### config.mk
export PLATFORM = sky130hd
export DESIGN_NAME = page_table_lru_evictor_top
export DESIGN_NICKNAME = d
export VERILOG_FILES = /design/src/hw/rtl/ptle_pkg.sv /design/src/hw/rtl/ptle_cell.sv /design/src/hw/rtl/page_table_lru_evictor_top.sv
export SDC_FILE = /design/constraint.sdc
export NUM_CORES = 1
export LEC_CHECK = 0
export BUFFER_PORTS_ARGS = -buffer_cell sky130_fd_sc_hd__buf_4
export CAP_MARGIN = 20
export CORE_MARGIN = 3
export CORE_UTILIZATION = 55
export CTS_CLUSTER_DIAMETER = 50
export DETAILED_ROUTE_END_ITERATION = 8
export PLACE_DENSITY = 0.71
export SYNTH_ARGS = -nofsm -noshare
export SYNTH_HDL_FRONTEND = slang
export SYNTH_HIERARCHICAL = 1
export SYNTH_SLANG_ARGS = --single-unit
### constraint.sdc
create_clock -name clk -period 6.42 [get_ports clk]
set_clock_uncertainty 0.15 [all_clocks]
set_input_delay 1.605 -clock clk [delete_from_list [all_inputs] [get_ports clk]]
set_output_delay 1.605 -clock clk [all_outputs]
set_load 0.02 [all_outputs]
### src/hw/rtl/ptle_pkg.sv
// Shared types and codes of the page table LRU evictor.
// No dependencies.
`timescale 1ns / 1ps
`default_nettype none
package ptle_pkg;
	typedef enum logic [2:0] {
		OP_FIND   = 3'd0,
		OP_ADD    = 3'd1,
		OP_REMOVE = 3'd2,
		OP_TOUCH  = 3'd3,
		OP_UNLINK = 3'd4,
		OP_EVICT  = 3'd5
	} op_t;

	localparam logic [1:0] ST_OK      = 2'd0;
	localparam logic [1:0] ST_MISS    = 2'd1;
	localparam logic [1:0] ST_EMPTY   = 2'd2;
	localparam logic [1:0] ST_PINNED  = 2'd3;

	localparam int FILE_W = 8;
	localparam int PAGE_W = 16;
	localparam int MASK_W = 16;
endpackage
`default_nettype wire

### src/hw/rtl/ptle_cell.sv
// One frame cell: key, valid bit and list links.
// Compares its key and rewrites its own links on commands from the sequencer.
// Depends on ptle_pkg.
`timescale 1ns / 1ps
`default_nettype none
module ptle_cell #(
	parameter int LW = 5,
	parameter int IDX = 0
) (
	input  wire                            clk,
	input  wire                            arst_n,
	input  wire [ptle_pkg::FILE_W-1:0]     file_id,
	input  wire [ptle_pkg::PAGE_W-1:0]     page_number,
	input  wire                            wr_key,
	input  wire                            clr_valid,
	input  wire                            wr_next,
	input  wire [LW-1:0]                   next_d,
	input  wire                            wr_prev,
	input  wire [LW-1:0]                   prev_d,
	input  wire                            wr_on,
	input  wire                            on_d,
	input  wire                            hit_in,
	output logic                           hit_out,
	output logic                           match,
	output logic                           valid,
	output logic                           on,
	output logic [ptle_pkg::FILE_W-1:0]    kfile,
	output logic [ptle_pkg::PAGE_W-1:0]    kpage,
	output logic [LW-1:0]                  nxt,
	output logic [LW-1:0]                  prv
);
	logic valid_q, on_q;
	logic [ptle_pkg::FILE_W-1:0] file_q;
	logic [ptle_pkg::PAGE_W-1:0] page_q;
	logic [LW-1:0] next_q, prev_q;

	always_ff @(posedge clk or negedge arst_n) begin
		if (!arst_n) begin
			valid_q <= 1'b0;
			on_q    <= 1'b0;
		end else begin
			if (wr_key) valid_q <= 1'b1;
			else if (clr_valid) valid_q <= 1'b0;
			if (wr_on) on_q <= on_d;
		end
	end

	always_ff @(posedge clk) begin
		if (wr_key) begin
			file_q <= file_id;
			page_q <= page_number;
		end
		if (wr_next) next_q <= next_d;
		if (wr_prev) prev_q <= prev_d;
	end

	// first match in the chain wins: pass an earlier hit on
	assign match   = valid_q && file_q == file_id && page_q == page_number && !hit_in;
	assign hit_out = hit_in || (valid_q && file_q == file_id && page_q == page_number);
	assign valid   = valid_q;
	assign on      = on_q;
	assign kfile   = file_q;
	assign kpage   = page_q;
	assign nxt     = next_q;
	assign prv     = prev_q;
endmodule
`default_nettype wire

### src/hw/rtl/page_table_lru_evictor_top.sv
// Page table with LRU recency list and pinned-aware eviction.
// Each accepted word is executed and its result held until taken: touch first unlinks
// the frame and then pushes it at the head, unlink only takes it out, and evict walks the
// recency list from the tail past pinned frames, then takes out the victim. One word in
// flight at a time; the next word is accepted once the result has been taken.
// The walk over the recency list follows one link per cycle.
// Reset (arst_n low): all keys invalid, list empty; other storage undefined.
// Depends on ptle_pkg and ptle_cell.
`timescale 1ns / 1ps
`default_nettype none
module page_table_lru_evictor_top #(
	parameter int FRAMES = 16,
	// hash bucket count; every cell compares its own key, so no buckets are built
	parameter int BUCKETS = 16
) (
	input  wire         clk,
	input  wire         arst_n,
	input  wire         in_valid,
	output logic        in_ready,
	input  wire  [2:0]  opcode,
	input  wire  [7:0]  file_id,
	input  wire  [15:0] page_number,
	input  wire  [3:0]  frame,
	input  wire  [15:0] pinned_mask,
	input  wire  [15:0] dirty_mask,
	output logic        out_valid,
	input  wire         out_ready,
	output logic [1:0]  status,
	output logic [3:0]  frame_out,
	output logic [7:0]  victim_file_id,
	output logic [15:0] victim_page_number,
	output logic        needs_writeback
);
	localparam int LW = $clog2(FRAMES + 1);
	localparam int FW = $clog2(FRAMES);
	localparam logic [LW-1:0] NIL = LW'(FRAMES);

	typedef enum logic [2:0] {S_IDLE, S_EXEC, S_TAKE, S_PUSH, S_WALK, S_OUT} state_t;
	state_t state_q;

	logic [2:0]  op_q;
	logic [7:0]  file_q;
	logic [15:0] page_q;
	logic [3:0]  frame_q;
	logic [15:0] pin_q, dirty_q;
	logic [LW-1:0] head_q, tail_q, cur_q, tgt_q;
	logic [LW:0] steps_q;

	// per-cell command bus
	logic [FRAMES-1:0] wr_key, clr_valid, wr_next, wr_prev, wr_on;
	logic [LW-1:0] next_d [FRAMES];
	logic [LW-1:0] prev_d [FRAMES];
	logic [FRAMES-1:0] on_d;
	logic [FRAMES:0] hit_chain;
	logic [FRAMES-1:0] match, valid, on;
	logic [7:0]  kfile [FRAMES];
	logic [15:0] kpage [FRAMES];
	logic [LW-1:0] nxt [FRAMES];
	logic [LW-1:0] prv [FRAMES];

	assign hit_chain[0] = 1'b0;
	for (genvar g = 0; g < FRAMES; g++) begin : g_cell
		ptle_cell #(.LW(LW), .IDX(g)) u_cell (
			.clk(clk), .arst_n(arst_n),
			.file_id(file_q), .page_number(page_q),
			.wr_key(wr_key[g]), .clr_valid(clr_valid[g]),
			.wr_next(wr_next[g]), .next_d(next_d[g]),
			.wr_prev(wr_prev[g]), .prev_d(prev_d[g]),
			.wr_on(wr_on[g]), .on_d(on_d[g]),
			.hit_in(hit_chain[g]), .hit_out(hit_chain[g+1]),
			.match(match[g]), .valid(valid[g]), .on(on[g]),
			.kfile(kfile[g]), .kpage(kpage[g]), .nxt(nxt[g]), .prv(prv[g])
		);
	end

	// encode first match
	logic [FW-1:0] hit_idx;
	always_comb begin
		hit_idx = '0;
		for (int i = 0; i < FRAMES; i++)
			if (match[i]) hit_idx = FW'(i);
	end

	logic frame_ok;
	assign frame_ok = 32'(frame_q) < FRAMES;
	logic [FW-1:0] tgt_i, cur_i;
	assign tgt_i = tgt_q[FW-1:0];
	assign cur_i = cur_q[FW-1:0];
	logic cur_pinned;
	assign cur_pinned = 32'(cur_q) < 16 && pin_q[4'(cur_q)];
	logic tgt_listed;
	assign tgt_listed = on[tgt_i];
	logic [LW-1:0] tp, tn;
	assign tp = prv[tgt_i];
	assign tn = nxt[tgt_i];

	logic do_take, do_push;
	assign do_take = state_q == S_TAKE && tgt_listed;
	assign do_push = state_q == S_PUSH;

	always_comb begin
		wr_key = '0; clr_valid = '0; wr_next = '0; wr_prev = '0; wr_on = '0; on_d = '0;
		for (int i = 0; i < FRAMES; i++) begin
			next_d[i] = NIL;
			prev_d[i] = NIL;
		end
		if (state_q == S_EXEC) begin
			if (op_q == ptle_pkg::OP_ADD && frame_ok) wr_key[FW'(frame_q)] = 1'b1;
			if (op_q == ptle_pkg::OP_REMOVE && hit_chain[FRAMES]) clr_valid[hit_idx] = 1'b1;
		end
		// drop the victim's key along with its list entry
		if (state_q == S_TAKE && op_q == ptle_pkg::OP_EVICT) clr_valid[tgt_i] = 1'b1;
		if (do_take) begin
			if (tp != NIL) begin
				wr_next[tp[FW-1:0]] = 1'b1;
				next_d[tp[FW-1:0]] = tn;
			end
			if (tn != NIL) begin
				wr_prev[tn[FW-1:0]] = 1'b1;
				prev_d[tn[FW-1:0]] = tp;
			end
			wr_on[tgt_i] = 1'b1;
		end
		if (do_push) begin
			if (head_q != NIL) begin
				wr_prev[head_q[FW-1:0]] = 1'b1;
				prev_d[head_q[FW-1:0]] = tgt_q;
			end
			wr_next[tgt_i] = 1'b1;
			next_d[tgt_i] = head_q;
			wr_prev[tgt_i] = 1'b1;
			prev_d[tgt_i] = NIL;
			wr_on[tgt_i] = 1'b1;
			on_d[tgt_i] = 1'b1;
		end
	end

	assign in_ready = state_q == S_IDLE;

	always_ff @(posedge clk or negedge arst_n) begin
		if (!arst_n) begin
			state_q   <= S_IDLE;
			head_q    <= NIL;
			tail_q    <= NIL;
			out_valid <= 1'b0;
			op_q      <= '0;
			file_q    <= '0;
			page_q    <= '0;
			frame_q   <= '0;
			pin_q     <= '0;
			dirty_q   <= '0;
			cur_q     <= NIL;
			tgt_q     <= NIL;
			steps_q   <= '0;
			status    <= ptle_pkg::ST_OK;
			frame_out <= '0;
			victim_file_id <= '0;
			victim_page_number <= '0;
			needs_writeback <= 1'b0;
		end else begin
			unique case (state_q)
				S_IDLE: if (in_valid) begin
					op_q    <= opcode;
					file_q  <= file_id;
					page_q  <= page_number;
					frame_q <= frame;
					pin_q   <= pinned_mask;
					dirty_q <= dirty_mask;
					state_q <= S_EXEC;
				end
				S_EXEC: begin
					status <= ptle_pkg::ST_OK;
					frame_out <= '0;
					victim_file_id <= '0;
					victim_page_number <= '0;
					needs_writeback <= 1'b0;
					tgt_q <= LW'(frame_q);
					state_q <= S_OUT;
					case (op_q)
						ptle_pkg::OP_FIND, ptle_pkg::OP_REMOVE: begin
							if (!hit_chain[FRAMES]) status <= ptle_pkg::ST_MISS;
							else if (op_q == ptle_pkg::OP_FIND) frame_out <= 4'(hit_idx);
						end
						ptle_pkg::OP_TOUCH, ptle_pkg::OP_UNLINK:
							if (frame_ok) state_q <= S_TAKE;
						ptle_pkg::OP_EVICT: begin
							if (head_q == NIL) status <= ptle_pkg::ST_EMPTY;
							else begin
								cur_q <= tail_q;
								steps_q <= '0;
								state_q <= S_WALK;
							end
						end
						default: ;
					endcase
				end
				S_WALK: begin
					if (cur_q == NIL || 32'(steps_q) >= FRAMES) begin
						status <= ptle_pkg::ST_PINNED;
						state_q <= S_OUT;
					end else if (cur_pinned) begin
						cur_q <= prv[cur_i];
						steps_q <= steps_q + 1'b1;
					end else begin
						frame_out <= 4'(cur_i);
						if (valid[cur_i]) begin
							victim_file_id <= kfile[cur_i];
							victim_page_number <= kpage[cur_i];
						end
						needs_writeback <= 32'(cur_q) < 16 && dirty_q[4'(cur_q)];
						tgt_q <= cur_q;
						state_q <= S_TAKE;
					end
				end
				S_TAKE: begin
					if (tgt_listed) begin
						if (tp == NIL) head_q <= tn;
						if (tn == NIL) tail_q <= tp;
					end
					state_q <= op_q == ptle_pkg::OP_TOUCH ? S_PUSH : S_OUT;
				end
				S_PUSH: begin
					if (head_q == NIL) tail_q <= tgt_q;
					head_q <= tgt_q;
					state_q <= S_OUT;
				end
				S_OUT: begin
					if (!out_valid) out_valid <= 1'b1;
					else if (out_ready) begin
						out_valid <= 1'b0;
						state_q <= S_IDLE;
					end
				end
				default: state_q <= S_IDLE;
			endcase
		end
	end
endmodule
`default_nettype wire

==> impl_metrics.yaml <==
worst_setup_path:
  cp-start-kind: "register"
  r2r_slack_ns: 0.50
  worstSetupPathType: "register to register"
  worstReg2RegEnd: "g_cell[2].u_cell/valid$_DFFE_PN0P_"
  worstRegToRegCells: 24
  r2r_start: "page_q[12]$_DFFE_PN0P_"
  critical_path_peak_fanout: 25
  worstPathArrival_ns: 6.29
  setup.worst_path.end_class: "register"
  required_ns: 6.79
timing:
  finalCriticalPeriod_ns: 5.92
  fmax_mhz: 169
  hold_violations: 0
  maxSlewViolCount: 0
  fin_crit_sh: 0.922
  setup_viol: 0
  rsz0062_at_grt: "no"
  tns_ns: 0
  worst_slew_pin_slew_ns: 1.10
  max_slew_margin: 0.264
finish:
  drive_gt1_frac: 0.244
  nFillCells: 4699
  stdcell_count: 3578
  syn_to_final_growth_pct: 12.7
  num-nets-final: 2727
  fin_util: 0.633
detailed_routing:
  wire_per_inst_um: 29.1
  vias: 23700
  drc_errors: 0
  wl_um: 104000
  drt_iter0_drc: 2986
  drt_first_pass_iters: 6
  ant_nets: 0
  routed_via_density: 6.61
floorplanning:
  core_area_um2: 63800
  floorplan.initialDensity: 0.562
  die_area_um2: 68200
  rows: 92
  die_h_um: 261
  io_pins: 100
  die_w_um: 261
power:
  ir_worst_vdd_v: 0.000278
  p_total_mw: 17.5
  power.leakage_nw: 13.7
  power_density_nw_per_um2: 434
placement:
  place.gp.congestion: 0.939
  dp_hpwl_um: 71300
  io_buffers: 99
  place_inst: 3420
grt:
  grt_max_degree: 93
  grt_pass1_vias: 24000
  grt_usage: 0.309
  grt_overflow_total: 0
  grt_antenna_before_repair: 3
  grt_pass1_wl_um: 155000
cts:
  postCtsSetupBuffers: 0
  clock-sinks: 700
  cts_buffers: 83
  cts_tree: "done"
  h-tree-depth: 3
  root_buffer: "clkbuf_16"
  cts.repair.resized: 0
  cts_buffer_depth: 3
  clock_latency_ns: 0.65
  cts_hold_buf: 0
  clk_pin_slew_ns: 0.06
job:
  maxCapViolCount: 0
synthesis:
  syn_area_um2: 35800
  yosysWarnings: 6
  synth_nets: 2605
  syn_inst: 2537
  synth_area_per_cell_um2: 14.1
hold_path:
  hold_path_class: "register to register"
  min-delay-start: "dirty_q[6]$_DFFE_PN0P_"
  holdPathStages: 1
  hold_end: "dirty_q[6]$_DFFE_PN0P_"
run_status:
  outcome: "completed"
## cell usage in the layout (no fill, tap or decap), drive strengths merged, types with 13 or more instances in the layout
cell / n
nor2: 105
and2: 13
nand4: 58
nor3: 58
a22o: 23
edfxtp: 544
nor4: 36
dfrtp: 152
clkinv: 20
clkbuf: 115
and3: 13
mux4: 201
a21oi: 25
a21o: 20
nand2: 211
mux2i: 36
o22ai: 84
o21bai: 17
xor2: 178
or4: 17
nand3: 51
buf: 167
inv: 64
xnor2: 208
mux2: 86
o21ai: 83
## through the flow
step                worst slack (ns)  hold slack [ns]  area, um2
finish                         0.500            0.353      40400
global route                  0.0702            0.364      40400
CTS                            0.317            0.354      40400
detailed placement             0.345            0.336      37600
global placement               0.604            0.335      37600
floorplan                      0.677            0.315      35800
## how the worst max path moves through the flow
stage	cells past startpoint	slack, ns	to	from
2_1_floorplan	25	0.68	g_cell[2].u_cell/valid$_DFFE_PN0P_	page_q[1]$_DFFE_PN0P_
5_1_grt	24	0.07	g_cell[2].u_cell/valid$_DFFE_PN0P_	page_q[12]$_DFFE_PN0P_
3_5_place_dp	24	0.35	g_cell[2].u_cell/valid$_DFFE_PN0P_	page_q[12]$_DFFE_PN0P_
4_1_cts	24	0.32	g_cell[2].u_cell/valid$_DFFE_PN0P_	page_q[12]$_DFFE_PN0P_
6_report	24	0.50	g_cell[2].u_cell/valid$_DFFE_PN0P_	page_q[12]$_DFFE_PN0P_
3_3_place_gp	24	0.60	g_cell[2].u_cell/valid$_DFFE_PN0P_	page_q[12]$_DFFE_PN0P_
## flip-flops by register name, summed over array words and instances, names as in the netlist, 6 cells and up
register and count:
g_cell.u_cell/on 16, pin_q 16, victim_file_id 8, g_cell.u_cell/nxt 80, file_q 8, g_cell.u_cell/kfile 128, g_cell.u_cell/valid 16, dirty_q 16
page_q 16, g_cell.u_cell/kpage 256, victim_page_number 16, g_cell.u_cell/prv 80, steps_q 6
## per-layer routing
metal  vias up  part of all wire  global-route usage
met5         -           0.00012                   0
met4         2             0.049               0.136
met3       306             0.087              0.0557
met2      1373              0.48               0.499
met1     12000              0.38               0.415
li1      10000                 -                   -
## area by class of cell
| type | instances | area (um2) | area share |
|---|---|---|---|
| tap | 846 | 1060 | 0.0262 |
| inverter | 53 | 199 | 0.00493 |
| multi-input combinational | 1654 | 14800 | 0.367 |
| clock buffer | 115 | 2280 | 0.0565 |
| clock inverter | 41 | 454 | 0.0112 |
| timing repair buffer | 167 | 1290 | 0.0321 |
| antenna | 2 | 5.00 | 0.000124 |
| sequential | 700 | 20300 | 0.502 |
## critical path, cell delays in order (launching register included)
cell and delay (ns):
dfrtp_1 0.52, buf_4 0.38, xnor2_1 0.17, nand4_1 0.15
or4_4 0.57, o21bai_1 0.24, o21bai_1 0.19, o21bai_1 0.18
o21bai_1 0.18, o21bai_1 0.17, o21bai_1 0.17, o21bai_1 0.17
o21bai_1 0.17, o21bai_1 0.18, o21bai_1 0.19, o21bai_1 0.22
o21bai_1 0.19, o21bai_1 0.17, o21bai_1 0.19, nand2_1 0.12
nor3_2 0.36, nand3_1 0.23, o32ai_1 0.29, inv_1 0.08
a21o_1 0.17
## power by group
part           leakage, nW  internal [mW]  switching (mW)  total (mW)
Combinational         5.27           2.56            3.88        6.44
Clock                 1.31           2.71            1.97        4.68
Sequential            7.15           5.68           0.722        6.40
(Power assumes the default switching activity.)
